$ cat config.mk
export PLATFORM = sky130hd
export DESIGN_NAME = three_band_tone_control_core
export DESIGN_NICKNAME = d
export VERILOG_FILES = /design/src/sv/tbc_pkg.sv /design/src/sv/tbc_seq.sv /design/src/sv/three_band_tone_control_core.sv
export SDC_FILE = /design/constraint.sdc
export NUM_CORES = 2
export LEC_CHECK = 0
export BUFFER_PORTS_ARGS = -buffer_cell sky130_fd_sc_hd__buf_4
export CAP_MARGIN = 10
export CORE_MARGIN = 2
export CORE_UTILIZATION = 55
export DETAILED_ROUTE_END_ITERATION = 16
export PLACE_DENSITY = 0.83
export SLEW_MARGIN = 20
export SYNTH_ARGS = -nofsm -noshare
export SYNTH_HDL_FRONTEND = slang
export SYNTH_SLANG_ARGS = --single-unit
$ cat constraint.sdc
create_clock -name clk_i -period 10.3 [get_ports clk_i]
set_input_delay 1.03 -clock clk_i [delete_from_list [all_inputs] [get_ports clk_i]]
set_output_delay 1.03 -clock clk_i [all_outputs]
set_load 0.02 [all_outputs]
$ cat src/sv/tbc_pkg.sv
// ----------------------------------------------------------------------------
// Three-band tone control: shared package
// Widths, coefficients, register indexes and the microcode table that the
// sequencer plays for every sample.
// ----------------------------------------------------------------------------
package tbc_pkg;

  localparam int unsigned TBC_CHANNELS = 2;

  localparam int unsigned CFG_IDX_W  = 3;
  localparam int unsigned CFG_DATA_W = 14;
  localparam int unsigned GAIN_W     = 14;
  localparam int unsigned HEAD_W     = 13;
  localparam int unsigned VOL_W      = 8;

  localparam logic [CFG_IDX_W-1:0] REG_LOW_GAIN  = 3'd0;
  localparam logic [CFG_IDX_W-1:0] REG_MID_GAIN  = 3'd1;
  localparam logic [CFG_IDX_W-1:0] REG_HIGH_GAIN = 3'd2;
  localparam logic [CFG_IDX_W-1:0] REG_HEADROOM  = 3'd3;
  localparam logic [CFG_IDX_W-1:0] REG_VOLUME    = 3'd4;

  localparam logic [GAIN_W-1:0] GAIN_UNITY = 14'd4096;
  localparam logic [HEAD_W-1:0] HEAD_UNITY = 13'd4096;
  localparam logic [VOL_W-1:0]  VOL_FULL   = 8'd255;

  // multiplier: signed A by unsigned B, registered product
  localparam int unsigned AW    = 38;
  localparam int unsigned BW    = 23;
  localparam int unsigned PW    = 62;
  localparam int unsigned ACC_W = 49;
  localparam int unsigned MAG_W = 48;
  localparam int unsigned T_W   = 37;

  localparam logic [15:0]   C_SLOW    = 16'd1842;
  localparam logic [15:0]   C_FAST    = 16'd28508;
  localparam logic [24:0]   RECIP_255 = 25'd16843010;
  localparam logic [BW-1:0] M_CLAMP   = 23'd8356095;

  localparam logic [15:0] POS_LIMIT = 16'd32767;
  localparam logic [15:0] NEG_LIMIT = 16'd32768;
  localparam logic [15:0] OUT_MAX   = 16'h7FFF;
  localparam logic [15:0] OUT_MIN   = 16'h8000;

  localparam int unsigned STEP_W = 4;
  localparam logic [STEP_W-1:0] STEP_OUT = 4'd13;

  typedef enum logic [2:0] {
    A_DIFF_LS, A_DIFF_HS, A_LS, A_MID, A_MAG_HI, A_MAG_LO, A_T, A_RECIP
  } a_sel_e;

  typedef enum logic [2:0] {
    B_C_SLOW, B_C_FAST, B_LOW, B_MID, B_HIGH, B_HEAD, B_VOL, B_M
  } b_sel_e;

  typedef enum logic [3:0] {
    OP_NONE, OP_LS_UPD, OP_HS_UPD, OP_ACC_LD, OP_ACC_ADD,
    OP_ABS, OP_T_LD, OP_T_ADD, OP_M_LD, OP_OUT
  } op_e;

  typedef enum logic {
    JMP_NONE, JMP_ZERO
  } jmp_e;

  typedef struct packed {
    a_sel_e              a_sel;
    b_sel_e              b_sel;
    op_e                 op;
    jmp_e                jmp;
    logic [STEP_W-1:0]   target;
    logic                last;
  } ctrl_t;

  function automatic ctrl_t ucode(input logic [STEP_W-1:0] step);
    ctrl_t w;
    w.a_sel  = A_LS;
    w.b_sel  = B_C_SLOW;
    w.op     = OP_NONE;
    w.jmp    = JMP_NONE;
    w.target = '0;
    w.last   = 1'b0;
    case (step)
      4'd0: begin
        w.a_sel = A_DIFF_LS; w.b_sel = B_C_SLOW;
      end
      4'd1: begin
        w.a_sel = A_DIFF_HS; w.b_sel = B_C_FAST; w.op = OP_LS_UPD;
      end
      4'd2: begin
        w.a_sel = A_LS; w.b_sel = B_LOW; w.op = OP_HS_UPD;
      end
      4'd3: begin
        w.a_sel = A_MID; w.b_sel = B_MID; w.op = OP_ACC_LD;
      end
      4'd4: begin
        w.a_sel = A_DIFF_HS; w.b_sel = B_HIGH; w.op = OP_ACC_ADD;
      end
      4'd5: begin
        w.op = OP_ACC_ADD;
      end
      4'd6: begin
        w.op = OP_ABS;
      end
      4'd7: begin
        // a zero band sum gives a zero product from here on: skip to output
        w.a_sel = A_MAG_HI; w.b_sel = B_HEAD; w.jmp = JMP_ZERO; w.target = STEP_OUT;
      end
      4'd8: begin
        w.a_sel = A_MAG_LO; w.b_sel = B_HEAD; w.op = OP_T_LD;
      end
      4'd9: begin
        w.op = OP_T_ADD;
      end
      4'd10: begin
        w.a_sel = A_T; w.b_sel = B_VOL;
      end
      4'd11: begin
        w.op = OP_M_LD;
      end
      4'd12: begin
        w.a_sel = A_RECIP; w.b_sel = B_M;
      end
      4'd13: begin
        w.op = OP_OUT; w.last = 1'b1;
      end
      default: begin
        w.last = 1'b1;
      end
    endcase
    return w;
  endfunction

endpackage

$ cat src/sv/tbc_seq.sv
// ----------------------------------------------------------------------------
// Three-band tone control: microcode sequencer
// Step counter over the control table, with a conditional jump on a zero
// band sum and a hold while the output register is still occupied.
// ----------------------------------------------------------------------------
module tbc_seq
  import tbc_pkg::*;
(
  input  logic  clk_i,
  input  logic  rst_ni,
  input  logic  start_i,
  input  logic  mag_zero_i,
  input  logic  hold_i,
  output logic  run_o,
  output ctrl_t ctrl_o
);

  typedef enum logic [1:0] {
    ST_IDLE = 2'b01,
    ST_RUN  = 2'b10
  } seq_state_e;

  seq_state_e        state_q, state_d;
  logic [STEP_W-1:0] step_q, step_d;
  ctrl_t             ctrl;

  always_comb begin
    ctrl    = ucode(step_q);
    state_d = state_q;
    step_d  = step_q;
    case (state_q)
      ST_IDLE: begin
        if (start_i) begin
          state_d = ST_RUN;
        end
      end
      ST_RUN: begin
        if (!hold_i) begin
          if (ctrl.last) begin
            state_d = ST_IDLE;
            step_d  = '0;
          end else if (ctrl.jmp == JMP_ZERO && mag_zero_i) begin
            step_d = ctrl.target;
          end else begin
            step_d = step_q + 1'b1;
          end
        end
      end
      default: begin
        state_d = ST_IDLE;
        step_d  = '0;
      end
    endcase
  end

  always_ff @(posedge clk_i or negedge rst_ni) begin
    if (!rst_ni) begin
      state_q <= ST_IDLE;
      step_q  <= '0;
    end else begin
      state_q <= state_d;
      step_q  <= step_d;
    end
  end

  assign run_o  = (state_q == ST_RUN);
  assign ctrl_o = ctrl;

`ifndef NO_ASSERTIONS
  a_idle_step_zero: assert property (@(posedge clk_i) disable iff (!rst_ni)
    (state_q == ST_IDLE) |-> (step_q == '0))
    else $error("sequencer idle away from step zero");

  a_step_range: assert property (@(posedge clk_i) disable iff (!rst_ni)
    step_q <= STEP_OUT)
    else $error("step counter beyond the program");

  a_start_idle: assert property (@(posedge clk_i) disable iff (!rst_ni)
    start_i |-> (state_q == ST_IDLE))
    else $error("start while the program runs");
`endif

endmodule

$ cat src/sv/three_band_tone_control_core.sv
// ----------------------------------------------------------------------------
// Three-band tone control core
// Two one-pole low-pass filters per channel split each sample into low, middle
// and high bands; weighted bands are scaled by headroom and volume/255,
// truncated toward zero and saturated to 16 bits.
//
//   channel  signals                                   dir
//   in       in_valid_i in_ready_o sample_in_i channel_i   in
//   out      out_valid_o out_ready_i sample_out_o clipped_o out
//   cfg      cfg_valid_i cfg_ready_o cfg_idx_i cfg_data_i   in
//
// Each sample runs 14 microcode steps through one shared 38x23 multiplier; the
// next is taken only after them, and a zero band sum skips to the output step.
// Reset clears filter state and sets unity gains, headroom and full volume.
// A finished beat waits in the output register; a new sample is taken
// meanwhile, and the last step holds only while that register is still full.
// Configuration beats are taken in every cycle.
// ----------------------------------------------------------------------------
module three_band_tone_control_core
  import tbc_pkg::*;
#(
  parameter int unsigned CHANNELS = TBC_CHANNELS
) (
  input  logic                  clk_i,
  input  logic                  rst_ni,
  input  logic                  in_valid_i,
  output logic                  in_ready_o,
  input  logic signed [15:0]    sample_in_i,
  input  logic                  channel_i,
  output logic                  out_valid_o,
  input  logic                  out_ready_i,
  output logic signed [15:0]    sample_out_o,
  output logic                  clipped_o,
  input  logic                  cfg_valid_i,
  output logic                  cfg_ready_o,
  input  logic [CFG_IDX_W-1:0]  cfg_idx_i,
  input  logic [CFG_DATA_W-1:0] cfg_data_i
);

  localparam int unsigned CH_W = (CHANNELS > 1) ? $clog2(CHANNELS) : 1;

  ctrl_t ctrl;
  logic  run, hold, exec, start, mag_zero;

  logic [GAIN_W-1:0] low_gain_q, low_gain_d, mid_gain_q, mid_gain_d;
  logic [GAIN_W-1:0] high_gain_q, high_gain_d;
  logic [HEAD_W-1:0] headroom_q, headroom_d;
  logic [VOL_W-1:0]  volume_q, volume_d;

  logic signed [31:0] ls_st_q [CHANNELS];
  logic signed [31:0] hs_st_q [CHANNELS];

  logic [CH_W-1:0]     ch_idx, ch_q, ch_d;
  logic signed [31:0]  x_q, x_d, ls_w_q, ls_w_d, hs_w_q, hs_w_d;
  logic signed [ACC_W-1:0] acc_q, acc_d, acc_neg;
  logic [MAG_W-1:0]    mag_q, mag_d;
  logic                neg_q, neg_d;
  logic [T_W-1:0]      t_q, t_d;
  logic [BW-1:0]       m_q, m_d;
  logic [28:0]         m_full;
  logic signed [PW-1:0] p_q, p_d;

  logic signed [32:0]   diff_ls, diff_hs, mid;
  logic signed [AW-1:0] a_op;
  logic [BW-1:0]        b_op;

  logic [15:0] q_mag;
  logic [15:0] res_val;
  logic        res_clip;
  logic        out_valid_q, out_valid_d;
  logic [15:0] sample_out_q;
  logic        clipped_q;

  tbc_seq u_seq (
    .clk_i      (clk_i),
    .rst_ni     (rst_ni),
    .start_i    (start),
    .mag_zero_i (mag_zero),
    .hold_i     (hold),
    .run_o      (run),
    .ctrl_o     (ctrl)
  );

  assign in_ready_o  = !run;
  assign cfg_ready_o = 1'b1;
  assign start       = in_valid_i && in_ready_o;
  assign hold        = run && ctrl.last && out_valid_q && !out_ready_i;
  assign exec        = run && !hold;
  assign mag_zero    = (mag_q == '0);
  assign ch_idx      = (CHANNELS > 1) ? CH_W'(channel_i) : '0;

  assign diff_ls = 33'(x_q) - 33'(ls_w_q);
  assign diff_hs = 33'(x_q) - 33'(hs_w_q);
  assign mid     = 33'(hs_w_q) - 33'(ls_w_q);

  always_comb begin
    case (ctrl.a_sel)
      A_DIFF_LS: a_op = AW'(diff_ls);
      A_DIFF_HS: a_op = AW'(diff_hs);
      A_LS:      a_op = AW'(ls_w_q);
      A_MID:     a_op = AW'(mid);
      A_MAG_HI:  a_op = AW'(mag_q[MAG_W-1:24]);
      A_MAG_LO:  a_op = AW'(mag_q[23:0]);
      A_T:       a_op = AW'(t_q);
      A_RECIP:   a_op = AW'(RECIP_255);
      default:   a_op = '0;
    endcase
    case (ctrl.b_sel)
      B_C_SLOW: b_op = BW'(C_SLOW);
      B_C_FAST: b_op = BW'(C_FAST);
      B_LOW:    b_op = BW'(low_gain_q);
      B_MID:    b_op = BW'(mid_gain_q);
      B_HIGH:   b_op = BW'(high_gain_q);
      B_HEAD:   b_op = BW'(headroom_q);
      B_VOL:    b_op = BW'(volume_q);
      B_M:      b_op = m_q;
      default:  b_op = '0;
    endcase
    p_d = PW'(a_op) * PW'($signed({1'b0, b_op}));
  end

  assign acc_neg = -acc_q;
  assign m_full  = p_q[44:16];
  assign q_mag   = p_q[47:32];

  always_comb begin
    if (neg_q) begin
      res_clip = (q_mag > NEG_LIMIT);
      res_val  = res_clip ? OUT_MIN : 16'(-q_mag);
    end else begin
      res_clip = (q_mag > POS_LIMIT);
      res_val  = res_clip ? OUT_MAX : q_mag;
    end
  end

  always_comb begin
    ch_d   = ch_q;
    x_d    = x_q;
    ls_w_d = ls_w_q;
    hs_w_d = hs_w_q;
    acc_d  = acc_q;
    mag_d  = mag_q;
    neg_d  = neg_q;
    t_d    = t_q;
    m_d    = m_q;
    if (start) begin
      ch_d   = ch_idx;
      x_d    = {sample_in_i, 16'h0000};
      ls_w_d = ls_st_q[ch_idx];
      hs_w_d = hs_st_q[ch_idx];
    end else if (exec) begin
      case (ctrl.op)
        OP_LS_UPD:  ls_w_d = ls_w_q + $signed(p_q[47:16]);
        OP_HS_UPD:  hs_w_d = hs_w_q + $signed(p_q[47:16]);
        OP_ACC_LD:  acc_d  = p_q[ACC_W-1:0];
        OP_ACC_ADD: acc_d  = acc_q + p_q[ACC_W-1:0];
        OP_ABS: begin
          neg_d = acc_q[ACC_W-1];
          mag_d = acc_q[ACC_W-1] ? acc_neg[MAG_W-1:0] : acc_q[MAG_W-1:0];
        end
        OP_T_LD:    t_d = p_q[T_W-1:0];
        OP_T_ADD:   t_d = t_q + T_W'(p_q[36:24]);
        OP_M_LD:    m_d = (m_full > 29'(M_CLAMP)) ? M_CLAMP : m_full[BW-1:0];
        default: ;
      endcase
    end
  end

  always_comb begin
    low_gain_d  = low_gain_q;
    mid_gain_d  = mid_gain_q;
    high_gain_d = high_gain_q;
    headroom_d  = headroom_q;
    volume_d    = volume_q;
    if (cfg_valid_i && cfg_ready_o) begin
      case (cfg_idx_i)
        REG_LOW_GAIN:  low_gain_d  = cfg_data_i;
        REG_MID_GAIN:  mid_gain_d  = cfg_data_i;
        REG_HIGH_GAIN: high_gain_d = cfg_data_i;
        REG_HEADROOM:  headroom_d  = cfg_data_i[HEAD_W-1:0];
        REG_VOLUME:    volume_d    = cfg_data_i[VOL_W-1:0];
        default: ;
      endcase
    end
  end

  always_comb begin
    out_valid_d = out_valid_q;
    if (out_valid_q && out_ready_i) begin
      out_valid_d = 1'b0;
    end
    if (exec && ctrl.op == OP_OUT) begin
      out_valid_d = 1'b1;
    end
  end

  always_ff @(posedge clk_i or negedge rst_ni) begin
    if (!rst_ni) begin
      low_gain_q  <= GAIN_UNITY;
      mid_gain_q  <= GAIN_UNITY;
      high_gain_q <= GAIN_UNITY;
      headroom_q  <= HEAD_UNITY;
      volume_q    <= VOL_FULL;
      out_valid_q <= 1'b0;
      for (int i = 0; i < CHANNELS; i++) begin
        ls_st_q[i] <= '0;
        hs_st_q[i] <= '0;
      end
    end else begin
      low_gain_q  <= low_gain_d;
      mid_gain_q  <= mid_gain_d;
      high_gain_q <= high_gain_d;
      headroom_q  <= headroom_d;
      volume_q    <= volume_d;
      out_valid_q <= out_valid_d;
      if (exec && ctrl.op == OP_OUT) begin
        ls_st_q[ch_q] <= ls_w_q;
        hs_st_q[ch_q] <= hs_w_q;
      end
    end
  end

  always_ff @(posedge clk_i) begin
    ch_q   <= ch_d;
    x_q    <= x_d;
    ls_w_q <= ls_w_d;
    hs_w_q <= hs_w_d;
    acc_q  <= acc_d;
    mag_q  <= mag_d;
    neg_q  <= neg_d;
    t_q    <= t_d;
    m_q    <= m_d;
    if (exec) begin
      p_q <= p_d;
    end
    if (exec && ctrl.op == OP_OUT) begin
      sample_out_q <= res_val;
      clipped_q    <= res_clip;
    end
  end

  assign out_valid_o  = out_valid_q;
  assign sample_out_o = $signed(sample_out_q);
  assign clipped_o    = clipped_q;

`ifndef NO_ASSERTIONS
  a_busy_after_accept: assert property (@(posedge clk_i) disable iff (!rst_ni)
    (in_valid_i && in_ready_o) |=> !in_ready_o)
    else $error("input taken without starting the program");

  a_result_from_last_step: assert property (@(posedge clk_i) disable iff (!rst_ni)
    $rose(out_valid_o) |-> $past(run && ctrl.last))
    else $error("result beat raised outside the output step");
`endif

endmodule

==> results.py <==
metrics = {
    "worst_setup_path": {
        "crit_path_frequent_cell": "fa_1",
        "crit_fanout": 6,
        "ff2ff_setup_slack_ps": 300,
        "r2r_end": "p_q[46]$_DFFE_PP_",
        "critPathCaptureType": "register",
        "crit_start": "hs_w_q[5]$_DFFE_PP_",
        "crit_type": "reg -> reg",
        "cp_slowest_stage_delay_ps": 550,
        "critPathArrivalTime_ps": 10360,
        "critical_path_buf_inv_count": 10,
        "rr_worst_depth": 38,
        "cp_slowest_cell": "fa_1",
        "cp.required_ps": 10660,
        "start_kind": "register",
        "regToRegStartpoint": "hs_w_q[5]$_DFFE_PP_",
        "critical_path.top_delay_family": "adder cells",
    },
    "yosys": {
        "yosysWarnings": 0,
        "synth-edff-count": 305,
        "seq_area_frac_synth": 0.2486,
        "synthFlopType": "edfxtp_1",
        "synth_area_sq_mm": 0.05683,
        "synth_cell_types": 79,
        "synthCells": 6018,
        "ys_seq_elements": 503,
        "async_flop_share": 0.3936,
        "syn_area_per_cell_sq_um": 9.444,
    },
    "sta": {
        "setup_viol": 0,
        "skew_ps": 21.07,
        "relSlewSlack": 0.1994,
        "worstMarginPinSlew_ps": 1191,
        "slew_viol_final": 0,
        "setup_ws_ps": 303.0,
        "fin_crit_sh": 0.9706,
        "finalHoldViolations": 0,
        "finalCriticalPeriod_ps": 9997,
        "clock.fmax_ghz": 0.1000,
        "fin_setup_tns_ps": 0,
    },
    "finish": {
        "layout-area-overhead-vs-synth_pct": 13.83,
        "nFillCells": 8289,
        "drive_above_1_share": 0.1306,
        "final_common_cell": "inv_1",
        "fin_nets": 7654,
        "final_cell_mix": "inv_1, fa_1, nand2_1",
        "final_cells": 7977,
        "final_area_sq_mm": 0.06470,
    },
    "drt": {
        "via_per_inst": 5.929,
        "drtIter0Drc": 5344,
        "postRouteAntennaNets": 0,
        "vias": 47300,
        "drc": 0,
        "drt-wirelength-per-cell_um": 23.73,
        "first_pass_iters": 9,
        "drt_wl_total_um": 189300,
    },
    "hold_path": {
        "hold_class": "in -> async",
    },
    "cts": {
        "cts_sinks": 503,
        "cts_tree": "built",
        "clk_latency_ps": 620,
        "cts_max_level": 2,
        "cts_buffer_depth": 3,
        "cts_made_buffers": 52,
        "cts.clk_slew.worst_paths_ps": 60,
        "holdBufCountCts": 0,
        "root_buffer": "clkbuf_16",
    },
    "die": {
        "coreArea_sq_mm": 0.1022,
        "die_area_sq_mm": 0.1059,
        "io_pins": 59,
        "initial_utilization": 0.5562,
        "die_h_um": 325.5,
        "fp-row-count": 117,
        "fp.dieW_um": 325.5,
    },
    "global_routing": {
        "grt_use_total": 0.3591,
        "grt_pass1_wl_um": 287600,
        "grt_start_max_net_pins": 98,
        "antenna_found_initial": 9,
        "first_global_vias": 47770,
        "grt_overflow": 0,
    },
    "outcome": {
        "status": "completed",
    },
    "placement": {
        "pre_cts_slack_ps": -291.5,
        "dp_cells": 7855,
        "post_dp_cell_area_sq_mm": 0.06248,
        "gp_congestion": 1.116,
        "port_buffers": 57,
        "hpwlAfterDp_um": 152600,
    },
    "job": {
        "drv_cap": 0,
    },
}
==> worst max-delay path by stage <==
stage                     cells past startpoint                 to  slack [ps]
after floorplan                              38  p_q[34]$_DFFE_PP_         670
after detailed placement                     36  p_q[46]$_DFFE_PP_        -290
after global placement                       38  p_q[47]$_DFFE_PP_        -180
after CTS                                    36  p_q[46]$_DFFE_PP_          30
after global routing                         39  p_q[46]$_DFFE_PP_         -70
final                                        38  p_q[46]$_DFFE_PP_         300
==> routing by layer <==
| layer | up-vias | GRT usage | wire (um) |
|---|---|---|---|
| met5 | - | 0 | 36 |
| met4 | 6 | 0.1924 | 12940 |
| met3 | 578 | 0.09354 | 21930 |
| met2 | 2576 | 0.5462 | 82950 |
| met1 | 23410 | 0.4719 | 71410 |
| li1 | 20720 | - | - |
==> state kept, by name, indices dropped and copies added, names as in the netlist, 2 cells and up <==
signal,flops
acc_q,49
headroom_q,13
high_gain_q,14
hs_st_q,64
hs_w_q,32
low_gain_q,14
ls_st_q,64
ls_w_q,32
m_q,23
mag_q,48
mid_gain_q,14
p_q,49
sample_out_o,16
t_q,37
u_seq.state_q,2
u_seq.step_q,4
volume_q,8
x_q,16
==> synth_stat cells, types with 7 or more instances <==
cell type | count | area share
buf_1 | 19 | 0.0013
nand4_1 | 30 | 0.0033
a222oi_1 | 15 | 0.0026
o311ai_0 | 12 | 0.0018
o41ai_1 | 9 | 0.0014
nand2b_1 | 96 | 0.011
a221o_1 | 9 | 0.0016
dfstp_2 | 13 | 0.0060
nor2b_1 | 64 | 0.0070
a22oi_1 | 18 | 0.0024
a21o_1 | 110 | 0.015
or3_1 | 42 | 0.0046
a2111oi_0 | 12 | 0.0018
a221oi_1 | 20 | 0.0031
nor3_1 | 76 | 0.0067
xnor2_1 | 212 | 0.033
a41oi_1 | 7 | 0.0011
a211oi_1 | 41 | 0.0054
a31oi_1 | 27 | 0.0030
xor2_1 | 103 | 0.016
and2_1 | 79 | 0.0087
o21bai_1 | 24 | 0.0032
clkbuf_1 | 189 | 0.012
or2_2 | 21 | 0.0023
edfxtp_1 | 305 | 0.16
o21ai_0 | 333 | 0.029
a211o_1 | 21 | 0.0032
o21a_1 | 42 | 0.0055
mux2_2 | 156 | 0.031
o31ai_1 | 29 | 0.0038
ha_1 | 329 | 0.072
nand2_1 | 638 | 0.042
fa_1 | 724 | 0.26
inv_1 | 1035 | 0.068
a21oi_1 | 289 | 0.025
and3_1 | 27 | 0.0030
nand3_1 | 82 | 0.0072
nor2_1 | 348 | 0.023
nor4_1 | 24 | 0.0026
mux2i_1 | 53 | 0.0093
dfrtp_1 | 185 | 0.081
o22ai_1 | 7 | 0.00077
or4_1 | 17 | 0.0022
o211ai_1 | 14 | 0.0018
==> timing repair <==
action,4_1_cts,5_1_grt
setup buffers,0,19
gates resized for setup,5,63
pin swaps,1,17
setup endpoints to repair,8,15
==> final cells by class <==
cell class / count / area, sq um / share of cell area
Antenna cell: 3 / 7.507 / 0.0001160
Clock buffer: 75 / 1474 / 0.02278
Clock inverter: 23 / 291.5 / 0.004506
Inverter: 1036 / 3889 / 0.06011
Multi-Input combinational cell: 4473 / 39240 / 0.6065
Sequential cell: 503 / 14130 / 0.2184
Tap cell: 1368 / 1712 / 0.02646
Timing Repair Buffer: 496 / 3958 / 0.06117
==> cell families (layout without fill, tap and decap cells) <==
family | after synthesis | in the layout | synth area share
flip-flops | 503 | 503 | 0.2486
adder cells (fa/ha/maj) | 1053 | 1053 | 0.3275
multiplexers | 209 | 209 | 0.04024
buffers and inverters | 1245 | 1630 | 0.08229
XOR/XNOR | 315 | 315 | 0.04854
AO/OA/AOI/OAI | 1111 | 1111 | 0.1236
AND/OR/NAND/NOR | 1580 | 1580 | 0.1291
other | 2 | 208 | 0.0001321
==> stage by stage <==
stage                       util  hold WS, ps
after floorplan                -        441.3
after global placement    0.6115        455.4
after detailed placement  0.6115        470.7
after CTS                 0.6289        413.0
after global routing      0.6331        450.0
final                     0.6332        413.4
==> worst register-to-register path, delay by kind of cell, from the launching register on <==
kind / cells / cell delay, ps
AO/OA/AOI/OAI: 12 / 3140
XOR/XNOR: 2 / 330
adder cells (fa/ha/maj): 9 / 3830
buffers and inverters: 10 / 1260
flip-flops: 1 / 420
AND/OR/NAND/NOR: 5 / 770
Power is not shown: default switching activity piles up to over one toggle a cycle in this logic, so the estimate is an artifact.
